==> config.mk <==
export PLATFORM = sky130hd
export DESIGN_NAME = packed_stereo_byte_decoder
export DESIGN_NICKNAME = d
export VERILOG_FILES = /design/src/sv/psbd_pkg.sv /design/src/sv/packed_stereo_byte_decoder.sv
export SDC_FILE = /design/constraint.sdc
export NUM_CORES = 2
export LEC_CHECK = 0
export BUFFER_PORTS_ARGS = -buffer_cell sky130_fd_sc_hd__clkbuf_2
export CORE_ASPECT_RATIO = 0.9
export CORE_MARGIN = 5
export CORE_UTILIZATION = 40
export DETAILED_ROUTE_END_ITERATION = 10
export GPL_TIMING_DRIVEN = 0
export HOLD_SLACK_MARGIN = 0.03
export MAX_ROUTING_LAYER = met4
export SLEW_MARGIN = 40
export SYNTH_ARGS = -nofsm -noshare
export SYNTH_HDL_FRONTEND = slang
export SYNTH_SLANG_ARGS = --single-unit
==> constraint.sdc <==
create_clock -name clk -period 17.5 [get_ports clk]
set_input_delay 5.25 -clock clk [delete_from_list [all_inputs] [get_ports clk]]
set_output_delay 5.25 -clock clk [all_outputs]
set_load 0.02 [all_outputs]
==> src/sv/psbd_pkg.sv <==
package psbd_pkg;

    // Fixed-point defaults and widths
    localparam int FRAC_BITS_DEF = 16;
    localparam int CHARGE_W      = 26;
    localparam int RATE_W        = 17;
    localparam int RATE_FRAC     = 16;
    localparam int LEVEL_W       = 8;
    localparam int PCM_W         = 16;
    localparam int BYTE_W        = 8;

    localparam logic [RATE_W-1:0] CAP_RATE_RESET = RATE_W'(65522);
    localparam logic [RATE_W-1:0] RATE_ONE       = RATE_W'(1) << RATE_FRAC;

    // Packed byte layout
    localparam int ACTIVE_BIT = 7;
    localparam int SIGN_BIT   = 3;

    typedef logic signed [LEVEL_W-1:0] level_t;
    typedef level_t level_tbl_t [8];

    // round((l+1)*127/8)
    localparam level_tbl_t ACTIVE_LEVEL = '{
        8'sd16, 8'sd32, 8'sd48, 8'sd64, 8'sd79, 8'sd95, 8'sd111, 8'sd127
    };

    // round((3-l)*127/60)
    localparam level_tbl_t NORMAL_LEVEL = '{
        8'sd6, 8'sd4, 8'sd2, 8'sd0, -8'sd2, -8'sd4, -8'sd6, -8'sd8
    };

    // Map a 3-bit level to a signed input level
    function automatic level_t level_of(logic [2:0] lvl, logic active, logic negate);
        level_t v;
        if (active)
        begin
            v = ACTIVE_LEVEL[lvl];
            if (negate)
            begin
                v = -v;
            end
        end
        else
        begin
            v = NORMAL_LEVEL[lvl];
        end
        return v;
    endfunction

endpackage

==> src/sv/packed_stereo_byte_decoder.sv <==
// A request passes the input register, then the result register (out_valid).
// Throughput: one request per cycle while out_stall is low; the filter charge
// loop (one multiply per channel between the input and result registers) sets
// that figure. Reset: rst_n is asynchronous and active low; it clears both
// valid flags and both charges and loads cap_rate with its reset value 65522.
module packed_stereo_byte_decoder #(
    parameter int FRAC_BITS = psbd_pkg::FRAC_BITS_DEF
) (
    input  logic                             clk,
    input  logic                             rst_n,
    input  logic                             in_valid,
    output logic                             in_stall,
    input  logic [psbd_pkg::BYTE_W-1:0]      packed_byte,
    output logic                             out_valid,
    input  logic                             out_stall,
    output logic signed [psbd_pkg::PCM_W-1:0] left_pcm,
    output logic signed [psbd_pkg::PCM_W-1:0] right_pcm,
    input  logic                             cfg_valid,
    output logic                             cfg_ready,
    input  logic [psbd_pkg::RATE_W-1:0]      cfg_data
);
    import psbd_pkg::*;

    localparam int FX_W   = LEVEL_W + FRAC_BITS;
    localparam int OUT_W  = ((FX_W > CHARGE_W) ? FX_W : CHARGE_W) + 1;
    localparam int PROD_W = OUT_W + RATE_W + 1;
    localparam int RND_W  = OUT_W + 1;

    localparam logic signed [PROD_W-1:0] CH_MAX = PROD_W'((2 ** (CHARGE_W - 1)) - 1);
    localparam logic signed [PROD_W-1:0] CH_MIN = PROD_W'(-(2 ** (CHARGE_W - 1)));
    localparam logic signed [PROD_W-1:0] PROD_HALF = PROD_W'(1) <<< (RATE_FRAC - 1);
    localparam logic signed [RND_W-1:0]  OUT_HALF  = RND_W'(1) <<< (FRAC_BITS - 1);
    localparam logic signed [RND_W-1:0]  Q_MAX = RND_W'(127);
    localparam logic signed [RND_W-1:0]  Q_MIN = RND_W'(-128);

    // Control and payload registers
    logic                      s1_valid_reg;
    logic [BYTE_W-1:0]         s1_byte_reg;
    logic                      out_valid_reg;
    logic signed [PCM_W-1:0]   pcm_reg [2];
    logic signed [PCM_W-1:0]   pcm_next [2];
    logic signed [CHARGE_W-1:0] charge_reg [2];
    logic signed [CHARGE_W-1:0] charge_next [2];
    logic [RATE_W-1:0]         cap_rate_reg;

    logic out_free;
    logic s1_adv;
    logic in_take;
    logic [RATE_W-1:0] rate;
    logic active;
    logic negate;
    level_t level [2];

    // Handshake
    assign out_free  = !out_valid_reg || !out_stall;
    assign s1_adv    = s1_valid_reg && out_free;
    assign in_stall  = s1_valid_reg && !out_free;
    assign in_take   = in_valid && !in_stall;
    assign cfg_ready = 1'b1;

    // Clamp the rate to one
    assign rate = (cap_rate_reg > RATE_ONE) ? RATE_ONE : cap_rate_reg;

    // Decode the packed byte
    assign active   = s1_byte_reg[ACTIVE_BIT];
    assign negate   = s1_byte_reg[SIGN_BIT];
    assign level[0] = level_of(s1_byte_reg[6:4], active, negate);
    assign level[1] = level_of(s1_byte_reg[2:0], active, negate);

    // Filter each channel
    for (genvar ch = 0; ch < 2; ch++)
    begin : g_chan
        logic signed [OUT_W-1:0]  in_fx;
        logic signed [OUT_W-1:0]  diff;
        logic signed [PROD_W-1:0] prod;
        logic signed [PROD_W-1:0] prod_rnd;
        logic signed [PROD_W-1:0] prod_rs;
        logic signed [PROD_W-1:0] nc;
        logic signed [RND_W-1:0]  q_rnd;
        logic signed [RND_W-1:0]  q;
        logic signed [LEVEL_W-1:0] q_sat;

        assign in_fx = OUT_W'(level[ch]) <<< FRAC_BITS;
        assign diff  = in_fx - OUT_W'(charge_reg[ch]);

        // Charge update: in - round(diff * rate)
        assign prod     = PROD_W'(diff) * PROD_W'(signed'({1'b0, rate}));
        assign prod_rnd = prod + PROD_HALF - PROD_W'(prod[PROD_W-1]);
        assign prod_rs  = prod_rnd >>> RATE_FRAC;
        assign nc       = PROD_W'(in_fx) - prod_rs;

        always_comb
        begin
            priority if (nc > CH_MAX)
            begin
                charge_next[ch] = CH_MAX[CHARGE_W-1:0];
            end
            else if (nc < CH_MIN)
            begin
                charge_next[ch] = CH_MIN[CHARGE_W-1:0];
            end
            else
            begin
                charge_next[ch] = nc[CHARGE_W-1:0];
            end
        end

        // Round the filtered value and saturate to a byte
        assign q_rnd = RND_W'(diff) + OUT_HALF - RND_W'(diff[OUT_W-1]);
        assign q     = q_rnd >>> FRAC_BITS;

        always_comb
        begin
            priority if (q > Q_MAX)
            begin
                q_sat = Q_MAX[LEVEL_W-1:0];
            end
            else if (q < Q_MIN)
            begin
                q_sat = Q_MIN[LEVEL_W-1:0];
            end
            else
            begin
                q_sat = q[LEVEL_W-1:0];
            end
        end

        assign pcm_next[ch] = {q_sat, 8'h00};
    end

    // Control state, charges and configuration
    always_ff @(posedge clk or negedge rst_n)
    begin
        if (!rst_n)
        begin
            s1_valid_reg  <= 1'b0;
            out_valid_reg <= 1'b0;
            charge_reg[0] <= '0;
            charge_reg[1] <= '0;
            cap_rate_reg  <= CAP_RATE_RESET;
        end
        else
        begin
            // Advance the input stage
            if (!s1_valid_reg || out_free)
            begin
                s1_valid_reg <= in_valid;
            end
            // Advance the result stage
            if (out_free)
            begin
                out_valid_reg <= s1_valid_reg;
            end
            // Commit the filter charge with the result
            if (s1_adv)
            begin
                charge_reg[0] <= charge_next[0];
                charge_reg[1] <= charge_next[1];
            end
            if (cfg_valid && cfg_ready)
            begin
                cap_rate_reg <= cfg_data;
            end
        end
    end

    // Payload registers
    always_ff @(posedge clk)
    begin
        if (in_take)
        begin
            s1_byte_reg <= packed_byte;
        end
        if (s1_adv)
        begin
            pcm_reg[0] <= pcm_next[0];
            pcm_reg[1] <= pcm_next[1];
        end
    end

    assign out_valid = out_valid_reg;
    assign left_pcm  = pcm_reg[0];
    assign right_pcm = pcm_reg[1];

    // Checks
    a_stall_needs_item: assert property (@(posedge clk) disable iff (!rst_n)
        in_stall |-> s1_valid_reg)
        else $error("input stalled with an empty input stage");

    a_adv_gives_result: assert property (@(posedge clk) disable iff (!rst_n)
        s1_adv |=> out_valid_reg)
        else $error("advanced request did not reach the result stage");

    a_charge_holds: assert property (@(posedge clk) disable iff (!rst_n)
        !s1_adv |=> ($stable(charge_reg[0]) && $stable(charge_reg[1])))
        else $error("filter charge changed without a result");

    a_pcm_scaled: assert property (@(posedge clk) disable iff (!rst_n)
        out_valid_reg |-> (left_pcm[7:0] == 8'h00 && right_pcm[7:0] == 8'h00))
        else $error("pcm sample not a multiple of 256");

endmodule

==> impl_metrics.tcl <==
set metrics [dict create \
    hold_buffers 0 \
    relSlewSlack_pct 34.7 \
    synth_seq_cells 95 \
    start_kind "flip-flop" \
    drt-pass1-iter-count 7 \
    grt_use_total_pct 26.6 \
    fin_nets 7249 \
    period_share_pct 94.0 \
    wl_um 163000 \
    ant_nets 0 \
    die_h_um 337 \
    cap_violations 0 \
    initial_core_util_pct 40.4 \
    met2_usage_pct 38.6 \
    netlist_instances 5852 \
    route.detailed.drc 0 \
    root_buffer "clkbuf_16" \
    use_met3_pct 4.39 \
    num_rows 119 \
    cts_buffers 9 \
    core_area_um2 117000 \
    cpPeakStageDelay_ns 0.68 \
    pin_count 65 \
    setup_tns_ns 0 \
    crit_arrival_ns 16.72 \
    max_freq_ghz 0.0608 \
    worst_pin_slew_ns 0.976 \
    grt_use_met1_pct 37.5 \
    skew_ns 0.0345 \
    die_w_um 373 \
    async_flop_share_pct 74.7 \
    finalSetupViolCount 0 \
    timing_worst_setup_path_type "reg -> reg" \
    ys_top_cells_by_area "fa_1 (37%), ha_1 (11%), inv_1 (10%), nand2_1 (6.2%), nor2_1 (3.6%)" \
    crit_path_end_kind "flip-flop" \
    clkLatencyLatePin_ns 0.41 \
    antenna_found_initial 1 \
    grt_max_degree 55 \
    ys.flop_type "dfrtp_1" \
    synth_area_per_cell_um2 8.10 \
    die_area_um2 125000 \
    cts_sinks 95 \
    synth_top_cell_area_share_pct 36.6 \
    num_vias 40300 \
    hp-class "reg -> reg" \
    cts_tree "done" \
    cts_max_level 3 \
    clk_pin_slew_worst_paths_ns 0.08 \
    rsz0062_at_grt "false" \
    drv_slew 0 \
    largest_register_ffs 52 \
    yosysWarnings 0 \
    first_global_vias 39800 \
    required_ns 17.77 \
    port_buffers 46 \
    cts_resized 0 \
    busiest_layer "met2" \
    drive_gt1_share_pct 4.22 \
    globalplace.congestion 0.992 \
    mappedNetlistArea_um2 47400 \
    grt_pass1_wl_um 248000 \
    post_cts_buffers 0 \
    synthToLayoutAreaGrowth_pct 6.40 \
    dp_hpwl_um 141000 \
    ys_seq_area_share_pct 5.30 \
    fin_crit_ns 16.44 \
    status "finished, final reports clean" \
    timing_hold_violations_final 0 \
    yosysTopAreaCell "fa_1" \
    clock_path_buffers 2 \
    whs_ns 0.494 \
    overflow 0 \
    avgViaCountPerCell 5.37 \
    critPathSlowestCell "or4b_2" \
    wl_per_cell_um 21.6 \
    worstPathMaxFanout 10 \
    synthDistinctLibCells 98 \
    synth_edf_count 24 \
    drt_iter0_drc 3448 \
]
==> per-layer routing <==
layer | up-vias | part of all wire, %
met1 | 20000 | 45
met3 | 251 | 9.1
met2 | 1681 | 42
li1 | 18400 | -
met4 | 0 | 4.4
met5 | - | 0
==> kinds of logic (layout without fill, tap and decap cells) <==
family / after synthesis / count (layout) / synth area share (%)
AND/OR/NAND/NOR: 1734 / 1734 / 16.3
adder cells (fa/ha/maj): 1290 / 1290 / 47.7
flip-flops: 95 / 95 / 5.30
XOR/XNOR: 272 / 272 / 5.10
other: 2 / 19 / 0.0158
multiplexers: 24 / 24 / 0.557
AO/OA/AOI/OAI: 911 / 911 / 12.6
buffers and inverters: 1524 / 1598 / 12.3
==> through the flow <==
stage               instance area (µm²)  util [%]  setup slack [ns]  instances
detailed placement                50000      42.7             0.766       7498
global route                      50400      43.0            0.0158       7515
global placement                  49600      42.3             0.727       7486
finish                            50400      43.0              1.06       7516
CTS                               50400      42.9             0.669       7514
floorplan                         47400         -              4.64       5867
==> final timing paths <==
| path | cells past startpoint | endpoint | slack [ns] | startpoint |
|---|---|---|---|---|
| worst max-delay path | 48 | charge_reg[20] | 1.06 | charge_reg[0] |
| worst min register to register | 2 | charge_reg[51] | 0.49 | charge_reg[51] |
| worst min-delay path | 2 | charge_reg[51] | 0.49 | charge_reg[51] |
| worst max register to register | 48 | charge_reg[20] | 1.06 | charge_reg[0] |
| min in group asynchronous | 1 | s1_valid_reg | 4.70 | rst_n |
| max in group asynchronous | 2 | cap_rate_reg[4] | 12.14 | rst_n |
==> worst max-delay path: cells and delay by family (launching register included) <==
family	cells	cell delay [ns]
AOI/OAI and AO/OA	17	4.93
xor gates and xnor gates	4	1.49
adders and majority gates	8	3.68
buffers and inverters	9	2.33
DFF	1	0.43
and+or+nand+nor	10	3.47
==> synthesized netlist by cell type, types with 45 or more instances <==
cell,n
clkbuf_1,178
inv_1,1290
nor3_1,66
xor2_1,112
a21oi_1,225
a21o_1,140
nand2_1,783
o22ai_1,53
dfrtp_1,58
nor2_1,455
and2_1,91
o21ai_0,187
fa_1,866
o21bai_1,45
xnor2_1,157
ha_1,417
nand3_1,70
==> cells in the final DEF (no fill, tap or decap), types with 24 or more instances in the layout <==
cell      count
ha_1        417
nor3_1       66
inv_1      1290
nand4_1      35
o21ai_0     185
nand2_1     783
a21o_1      140
buf_4        25
edfxtp_1     24
o21a_1       33
o211ai_1     27
or3_1        27
nor2b_1      37
xor2_1      100
nand3_1      70
a211oi_1     27
fa_1        866
clkbuf_1    159
xnor2_1     140
and3_1       26
a21oi_1     223
nand2b_1     40
clkbuf_2     65
dfrtp_1      58
o22ai_1      53
and2_1       91
nor2_1      453
o21bai_1     45
==> final cells by class <==
cell class / count / area [µm²]
well taps: 1573 / 1970
clock inverters: 7 / 100
clock buffers: 9 / 225
fillers: 12100 / 66900
flip-flops and latches: 95 / 2510
repair buffers: 58 / 384
plain buffers: 226 / 982
multi-input cells: 4248 / 39400
diodes: 2 / 5.00
inverters: 1298 / 4870
Power is not shown: default switching activity piles up to over one toggle a cycle in this logic, so the estimate is an artifact.
